**src/rtl/rhc_pkg.sv**
```systemverilog
// ----------------------------------------------------------------------------
// RGB to HSL package
// Shared widths, lane indexes and the data carried along the divider chain.
// ----------------------------------------------------------------------------
package rhc_pkg;

  localparam int NUM_W  = 17;
  localparam int Q_W    = 9;
  localparam int DIV_W  = 9;
  localparam int REM_W  = 9;

  localparam int N_LANES    = 2;
  localparam int LANE_HUE   = 0;
  localparam int LANE_SAT   = 1;

  localparam int LMUL_W      = 14;
  localparam int LPROD_W     = NUM_W + LMUL_W;
  localparam int LIGHT_SHIFT = 20;

  localparam logic [NUM_W-1:0]  LIGHT_OFS = NUM_W'(51);
  localparam logic [LMUL_W-1:0] LIGHT_MUL = LMUL_W'(10281);

  typedef struct packed {
    logic [REM_W-1:0] rem;
    logic [Q_W-1:0]   nbits;
    logic [DIV_W-1:0] div;
    logic [Q_W-1:0]   quot;
  } lane_t;

  typedef struct packed {
    logic                     valid;
    logic [7:0]               alpha;
    logic [6:0]               light;
    lane_t [N_LANES-1:0]      lane;
  } cell_t;

endpackage

```
**src/rtl/rhc_if.sv**
```systemverilog
// ----------------------------------------------------------------------------
// RGB to HSL channel interfaces
// Valid/ready channels for the pixel request and the HSL result.
// ----------------------------------------------------------------------------
interface rhc_pixel_if;
  logic       valid;
  logic       ready;
  logic [7:0] red;
  logic [7:0] green;
  logic [7:0] blue;
  logic [7:0] alpha;
  modport source (output valid, red, green, blue, alpha, input ready);
  modport sink (input valid, red, green, blue, alpha, output ready);
endinterface

interface rhc_hsl_if;
  logic       valid;
  logic       ready;
  logic [8:0] hue_deg;
  logic [6:0] sat_pct;
  logic [6:0] light_pct;
  logic [7:0] alpha_out;
  modport source (output valid, hue_deg, sat_pct, light_pct, alpha_out, input ready);
  modport sink (input valid, hue_deg, sat_pct, light_pct, alpha_out, output ready);
endinterface

```
**src/rtl/rgb_to_hsl_convert.sv**
```systemverilog
// ----------------------------------------------------------------------------
// RGB to HSL converter
// The chain is one front stage and one divider cell per quotient bit.
// Throughput is one pixel per cycle while the chain is not held, since every stage then takes a new request each cycle.
// The whole chain holds while a finished result waits and out_hsl.ready is low.
// Synchronous active-low reset clears only the valid flags of the chain.
// ----------------------------------------------------------------------------
module rgb_to_hsl_convert
  import rhc_pkg::*;
(
  input  logic         clk,
  input  logic         rst_n,
  rhc_pixel_if.sink    in_px,
  rhc_hsl_if.source    out_hsl
);

  logic  en;
  cell_t chain [Q_W+1];

  assign en = !(chain[Q_W].valid && !out_hsl.ready);
  assign in_px.ready = en;

  rhc_prep u_prep (
    .clk      (clk),
    .rst_n    (rst_n),
    .en       (en),
    .in_valid (in_px.valid),
    .red      (in_px.red),
    .green    (in_px.green),
    .blue     (in_px.blue),
    .alpha    (in_px.alpha),
    .cell_out (chain[0])
  );

  for (genvar k = 0; k < Q_W; k++) begin : g_cell
    rhc_div_cell u_cell (
      .clk      (clk),
      .rst_n    (rst_n),
      .en       (en),
      .cell_in  (chain[k]),
      .cell_out (chain[k+1])
    );
  end

  assign out_hsl.valid     = chain[Q_W].valid;
  assign out_hsl.hue_deg   = chain[Q_W].lane[LANE_HUE].quot;
  assign out_hsl.sat_pct   = chain[Q_W].lane[LANE_SAT].quot[6:0];
  assign out_hsl.light_pct = chain[Q_W].light;
  assign out_hsl.alpha_out = chain[Q_W].alpha;

  a_hue_range: assert property (@(posedge clk) disable iff (!rst_n)
    out_hsl.valid |-> out_hsl.hue_deg < 9'd360)
    else $error("hue out of range");

  a_pct_range: assert property (@(posedge clk) disable iff (!rst_n)
    out_hsl.valid |-> (out_hsl.sat_pct <= 7'd100 && out_hsl.light_pct <= 7'd100))
    else $error("percentage out of range");

  a_quot_fit: assert property (@(posedge clk) disable iff (!rst_n)
    out_hsl.valid |-> (chain[Q_W].lane[LANE_SAT].quot[8:7] == 2'b00))
    else $error("quotient overflow");

  a_stall_hold: assert property (@(posedge clk) disable iff (!rst_n)
    (out_hsl.valid && !out_hsl.ready) |=> (out_hsl.valid && $stable(out_hsl.hue_deg)))
    else $error("result lost while stalled");

endmodule

```
**src/rtl/rhc_prep.sv**
```systemverilog
// ----------------------------------------------------------------------------
// RGB to HSL front stage
// Finds max and min, computes lightness and forms the hue and saturation ratios.
// ----------------------------------------------------------------------------
module rhc_prep
  import rhc_pkg::*;
(
  input  logic       clk,
  input  logic       rst_n,
  input  logic       en,
  input  logic       in_valid,
  input  logic [7:0] red,
  input  logic [7:0] green,
  input  logic [7:0] blue,
  input  logic [7:0] alpha,
  output cell_t      cell_out
);

  logic [7:0]        hi, lo, d, span, q;
  logic [8:0]        sum;
  logic signed [19:0] rs, gs, bs, ds, hnum;
  logic [NUM_W-1:0]  hue_num, sat_num, light_num;
  logic [LPROD_W-1:0] light_prod;
  logic [DIV_W-1:0]  hue_div, sat_div;
  cell_t             cell_nxt, cell_r;

  always_comb begin
    hi = red;
    lo = red;
    if (green > hi) hi = green;
    if (blue > hi) hi = blue;
    if (green < lo) lo = green;
    if (blue < lo) lo = blue;
    sum  = 9'(hi) + 9'(lo);
    d    = hi - lo;
    span = (sum >= 9'd255) ? 8'(sum - 9'd255) : 8'(9'd255 - sum);
    q    = 8'd255 - span;
    rs   = 20'(red);
    gs   = 20'(green);
    bs   = 20'(blue);
    ds   = 20'(d);
    if (hi == red) begin
      if (green >= blue) hnum = 20'sd60 * (gs - bs);
      else hnum = 20'sd360 * ds - 20'sd60 * (bs - gs);
    end else if (hi == green) begin
      hnum = 20'sd120 * ds + 20'sd60 * (bs - rs);
    end else begin
      hnum = 20'sd240 * ds + 20'sd60 * (rs - gs);
    end
    light_num  = NUM_W'(sum) * NUM_W'(20) + LIGHT_OFS;
    light_prod = LPROD_W'(light_num) * LPROD_W'(LIGHT_MUL);
    if (d == 8'd0) begin
      hue_num = '0;
      hue_div = DIV_W'(1);
      sat_num = '0;
      sat_div = DIV_W'(1);
    end else begin
      hue_num = hnum[NUM_W-1:0];
      hue_div = DIV_W'(d);
      sat_num = NUM_W'(d) * NUM_W'(200) + NUM_W'(q);
      sat_div = {q, 1'b0};
    end
    cell_nxt.valid = in_valid;
    cell_nxt.alpha = alpha;
    cell_nxt.light = light_prod[LIGHT_SHIFT +: 7];
    cell_nxt.lane[LANE_HUE]   = '{rem: REM_W'(hue_num[NUM_W-1:Q_W]),
                                  nbits: hue_num[Q_W-1:0], div: hue_div, quot: '0};
    cell_nxt.lane[LANE_SAT]   = '{rem: REM_W'(sat_num[NUM_W-1:Q_W]),
                                  nbits: sat_num[Q_W-1:0], div: sat_div, quot: '0};
  end

  always_ff @(posedge clk) begin
    if (en) begin
      cell_r.alpha <= cell_nxt.alpha;
      cell_r.light <= cell_nxt.light;
      cell_r.lane  <= cell_nxt.lane;
    end
    if (!rst_n) begin
      cell_r.valid <= 1'b0;
    end else if (en) begin
      cell_r.valid <= cell_nxt.valid;
    end
  end

  assign cell_out = cell_r;

endmodule

```
**src/rtl/rhc_div_cell.sv**
```systemverilog
// ----------------------------------------------------------------------------
// RGB to HSL divider cell
// Produces one quotient bit for each of the two lanes and passes it on.
// ----------------------------------------------------------------------------
module rhc_div_cell
  import rhc_pkg::*;
(
  input  logic  clk,
  input  logic  rst_n,
  input  logic  en,
  input  cell_t cell_in,
  output cell_t cell_out
);

  logic [REM_W:0] trial [N_LANES];
  cell_t          cell_nxt, cell_r;

  always_comb begin
    cell_nxt = cell_in;
    for (int i = 0; i < N_LANES; i++) begin
      trial[i] = {cell_in.lane[i].rem, cell_in.lane[i].nbits[Q_W-1]};
      cell_nxt.lane[i].nbits = {cell_in.lane[i].nbits[Q_W-2:0], 1'b0};
      if (trial[i] >= {1'b0, cell_in.lane[i].div}) begin
        cell_nxt.lane[i].rem  = REM_W'(trial[i] - {1'b0, cell_in.lane[i].div});
        cell_nxt.lane[i].quot = {cell_in.lane[i].quot[Q_W-2:0], 1'b1};
      end else begin
        cell_nxt.lane[i].rem  = trial[i][REM_W-1:0];
        cell_nxt.lane[i].quot = {cell_in.lane[i].quot[Q_W-2:0], 1'b0};
      end
    end
  end

  always_ff @(posedge clk) begin
    if (en) begin
      cell_r.alpha <= cell_nxt.alpha;
      cell_r.light <= cell_nxt.light;
      cell_r.lane  <= cell_nxt.lane;
    end
    if (!rst_n) begin
      cell_r.valid <= 1'b0;
    end else if (en) begin
      cell_r.valid <= cell_nxt.valid;
    end
  end

  assign cell_out = cell_r;

endmodule

```
**src/flat_wrapper.sv**
```systemverilog
// flat-port wrapper written by rule: the top's interface ports become plain ports
module rgb_to_hsl_convert_flat import rhc_pkg::*;
  (clk, rst_n, in_px_valid, in_px_red, in_px_green, in_px_blue, in_px_alpha, in_px_ready, out_hsl_valid, out_hsl_hue_deg, out_hsl_sat_pct, out_hsl_light_pct, out_hsl_alpha_out, out_hsl_ready);
  rhc_pixel_if in_px_i ();
  rhc_hsl_if out_hsl_i ();
  input  logic clk;
  input  logic rst_n;
  input wire logic [$bits(in_px_i.valid)-1:0] in_px_valid;
  input wire logic [$bits(in_px_i.red)-1:0] in_px_red;
  input wire logic [$bits(in_px_i.green)-1:0] in_px_green;
  input wire logic [$bits(in_px_i.blue)-1:0] in_px_blue;
  input wire logic [$bits(in_px_i.alpha)-1:0] in_px_alpha;
  output wire logic [$bits(in_px_i.ready)-1:0] in_px_ready;
  output wire logic [$bits(out_hsl_i.valid)-1:0] out_hsl_valid;
  output wire logic [$bits(out_hsl_i.hue_deg)-1:0] out_hsl_hue_deg;
  output wire logic [$bits(out_hsl_i.sat_pct)-1:0] out_hsl_sat_pct;
  output wire logic [$bits(out_hsl_i.light_pct)-1:0] out_hsl_light_pct;
  output wire logic [$bits(out_hsl_i.alpha_out)-1:0] out_hsl_alpha_out;
  input wire logic [$bits(out_hsl_i.ready)-1:0] out_hsl_ready;
  assign in_px_i.valid = in_px_valid;
  assign in_px_i.red = in_px_red;
  assign in_px_i.green = in_px_green;
  assign in_px_i.blue = in_px_blue;
  assign in_px_i.alpha = in_px_alpha;
  assign in_px_ready = in_px_i.ready;
  assign out_hsl_valid = out_hsl_i.valid;
  assign out_hsl_hue_deg = out_hsl_i.hue_deg;
  assign out_hsl_sat_pct = out_hsl_i.sat_pct;
  assign out_hsl_light_pct = out_hsl_i.light_pct;
  assign out_hsl_alpha_out = out_hsl_i.alpha_out;
  assign out_hsl_i.ready = out_hsl_ready;
  rgb_to_hsl_convert u_core (.clk(clk), .rst_n(rst_n), .in_px(in_px_i), .out_hsl(out_hsl_i));
endmodule
```
**config.mk**
```make
export PLATFORM = sky130hd
export DESIGN_NAME = rgb_to_hsl_convert_flat
export DESIGN_NICKNAME = d
export VERILOG_FILES = /design/src/rtl/rhc_pkg.sv /design/src/rtl/rhc_if.sv /design/src/rtl/rgb_to_hsl_convert.sv /design/src/rtl/rhc_prep.sv /design/src/rtl/rhc_div_cell.sv /design/src/flat_wrapper.sv
export SDC_FILE = /design/constraint.sdc
export NUM_CORES = 2
export LEC_CHECK = 0
export ABC_AREA = 0
export ABC_CLOCK_PERIOD_IN_PS = 20600
export BUFFER_PORTS_ARGS = -buffer_cell sky130_fd_sc_hd__buf_2
export CAP_MARGIN = 30
export CORE_MARGIN = 4
export CORE_UTILIZATION = 45
export DETAILED_ROUTE_END_ITERATION = 12
export PLACE_DENSITY_LB_ADDON = 0.1
export SLEW_MARGIN = 20
export SYNTH_ARGS = -nofsm -noshare
export SYNTH_HDL_FRONTEND = slang
export SYNTH_SLANG_ARGS = --single-unit
```
**constraint.sdc**
```tcl
create_clock -name clk -period 20.6 [get_ports clk]
set_input_delay 1.03 -clock clk [delete_from_list [all_inputs] [get_ports clk]]
set_output_delay 1.03 -clock clk [all_outputs]
set_load 0.1 [all_outputs]
```
==> out/qor.txt <==
Clock tree sinks -> 595
Max stage delay on crit path -> 0.60 ns
Cell Area, Synth -> 40200 sq um
Status -> finished, final reports clean
Setup TNS -> 0 ns
Synthesized instance count -> 3582
Chip height -> 307 um
Detailed-route DRC error count -> 0
Hold Crit Class -> reg2reg
Largest net degree at the start of global routing -> 203
Remaining Overflow, GRT -> 0
Total CTS buffers -> 59
Clock Latency Late Sink -> 0.61 ns
Most used DFF post-synth -> edfxtp_1
Port Buffer Count -> 68
Commonest non-fill, non-tap cells in the layout -> edfxtp_1, ha_1, inv_1
Area share of the largest cell type after synthesis -> 43.7%
Minimum clock period -> 12.42 ns
Total setup buffers inserted after CTS -> 0
Finish-stage setup viols -> 0
Critical Path Fanout Max -> 14
Vias in the first global route -> 24464
PostCTS Resize Cnt -> 0
Antenna viol nets, final -> 0
Worst Clk Skew -> 0.0133 ns
Crit start category -> input pin
Delay-heaviest family, CP -> compound AO/OA/AOI/OAI gates
Core area -> 88500 sq um
Starting density of the core -> 45.4%
Final period util -> 60.3%
Drt first pass iters -> 5
Synth area leaders -> edfxtp_1, ha_1, fa_1
Share of layout cells above drive strength 1 -> 6.25%
RSZ-0062 raised after global routing -> no
Slew Limit Fails -> 0
Via total after detailed routing -> 24492
Worst slew pin tran -> 1.23 ns
H-tree depth -> 2
Row count -> 109
Gpl congestion -> 0.869
Slew HR -> 18.3%
#FFs+latches synth -> 595
Ys async rst share -> 0%
Critical Setup Path Class -> in2reg
WL final -> 72.9 mm
Vias/cell -> 5.04
Yosys cell types -> 84
WHS -> 0.410 ns
Worst path slowest cell -> xnor2_1
Synth area leader -> edfxtp_1
Worst-path clk slew -> 0.06 ns
Root Buffer Master -> clkbuf_16
Fmax -> 0.0805 GHz
Wire per inst -> 15.0 um
Register area share after synthesis -> 44.2%
Final net count -> 4328
Area Overhead vs Synth -> 8.63%
First-iteration detailed-routing DRC count -> 1202
Die ar. -> 94200 sq um
WP buf/inv -> 6
Max Root-Sink Buffers -> 3
Max-cap viol count -> 0
FILL cells -> 8093
Cell mode on critical path -> ha_1
CTS hold repair buffers -> 0
CP endpoint kind -> flip-flop
I/O pins -> 69
Die W -> 307 um
Endpoints failing hold -> 0
Initial antenna violation count -> 1
Avg Cell Area, Syn -> 11.2 sq um
Hpwl dp -> 56.1 mm
EDFF count, synth -> 585
WP data arrival -> 12.78 ns
Syn. warnings -> 0
Gr usage total -> 15.5%
Commonest non-fill, non-tap cell in the layout -> edfxtp_1
First-pass GRT wire length -> 121 mm
TritonCTS clock tree -> built
CP required -> 20.96 ns
[final cells by class]
cell class / count / area [sq um] / area share, %
flip-flops and latches: 595 / 17800 / 40.7
multi-input cells: 2388 / 20000 / 45.9
clock buffers: 73 / 1570 / 3.59
inverters: 519 / 1960 / 4.48
diodes: 1 / 2.50 / 0.00573
clock inverters: 36 / 377 / 0.862
repair buffers: 86 / 518 / 1.19
well taps: 1165 / 1460 / 3.34
[flip-flops by register name, summed over array words and instances, names as in the netlist]
| signal | count |
|---|---|
| u_core.u_prep.cell_out | 62 |
| u_core.g_cell.u_cell.cell_out | 533 |
[logic make-up after synthesis]
family                   count (synthesis)  share of synthesized area, %
AND/OR/NAND/NOR                        699                          8.42
AO/OA/AOI/OAI                          686                          10.9
adder cells (fa/ha/maj)                643                          22.2
buffers and inverters                  601                          6.03
flip-flops                             595                          44.2
XOR/XNOR                               294                          6.57
multiplexers                            62                          1.62
other                                    2                        0.0187
[Yosys cell counts, types with 4 or more instances]
master       n
a2111oi_0    5
a211o_1      6
a211oi_1    36
a21boi_0    19
a21o_1     126
a21oi_1    240
a311oi_1     5
a31o_2       5
a31oi_1      9
a41o_1       4
and2_1      26
and3_1      13
buf_2        6
buf_4       37
clkbuf_1    33
dfxtp_1     10
edfxtp_1   585
fa_1       120
ha_1       523
inv_1      517
mux2_2      25
mux2i_1     37
nand2_1    106
nand2b_1    57
nand3_1     37
nand4_1     43
nor2_1     272
nor2b_1     64
nor3_1      41
nor4_1       4
o2111ai_1    4
o211ai_1    12
o21a_1      16
o21ai_0    112
o21ai_1      7
o21bai_1    34
o221ai_1     6
o31ai_1      4
o41ai_1      6
or2_2        7
or3_1        6
or4_1        8
xnor2_1    193
xor2_1      96
[through the flow]
step / worst slack, ns / cells / area, sq um / util, %
6_report: 8.18 / 4863 / 43700 / 49.3
4_1_cts: 8.25 / 4860 / 43600 / 49.3
3_5_place_dp: 7.60 / 4751 / 41700 / 47.1
5_1_grt: 7.41 / 4862 / 43700 / 49.3
3_3_place_gp: 7.84 / 4749 / 41700 / 47.1
2_1_floorplan: 3.35 / 3584 / 40200 / -
[worst register-to-register path: stages (launching register included)]
cell	delay, ns
dfxtp_1	0.30
nor2b_1	0.12
buf_4	0.18
inv_8	0.53
buf_12	0.79
buf_12	0.64
[worst paths after layout]
| path | from | end | slack, ns | depth (start not counted) |
|---|---|---|---|---|
| max reg2reg | u_core.g_cell[8].u_cell.cell_out[87] | u_core.g_cell[4].u_cell.cell_out[13] | 17.28 | 5 |
| min | u_core.g_cell[4].u_cell.cell_out[84] | u_core.g_cell[5].u_cell.cell_out[84] | 0.41 | 0 |
| min reg2reg | u_core.g_cell[4].u_cell.cell_out[84] | u_core.g_cell[5].u_cell.cell_out[84] | 0.41 | 0 |
| max | in_px_green[1] | u_core.u_prep.cell_out[77] | 8.18 | 46 |
[metal layers]
metal | vias up | global-route usage, % | share of wire (%)
li1 | 12652 | - | -
met1 | 11458 | 20.0 | 45
met2 | 282 | 27.8 | 49
met3 | 100 | 1.56 | 2.9
met4 | 0 | 4.42 | 2.7
met5 | - | 0 | 0
Power is not shown: default switching activity piles up to over one toggle a cycle in this logic, so the estimate is an artifact.
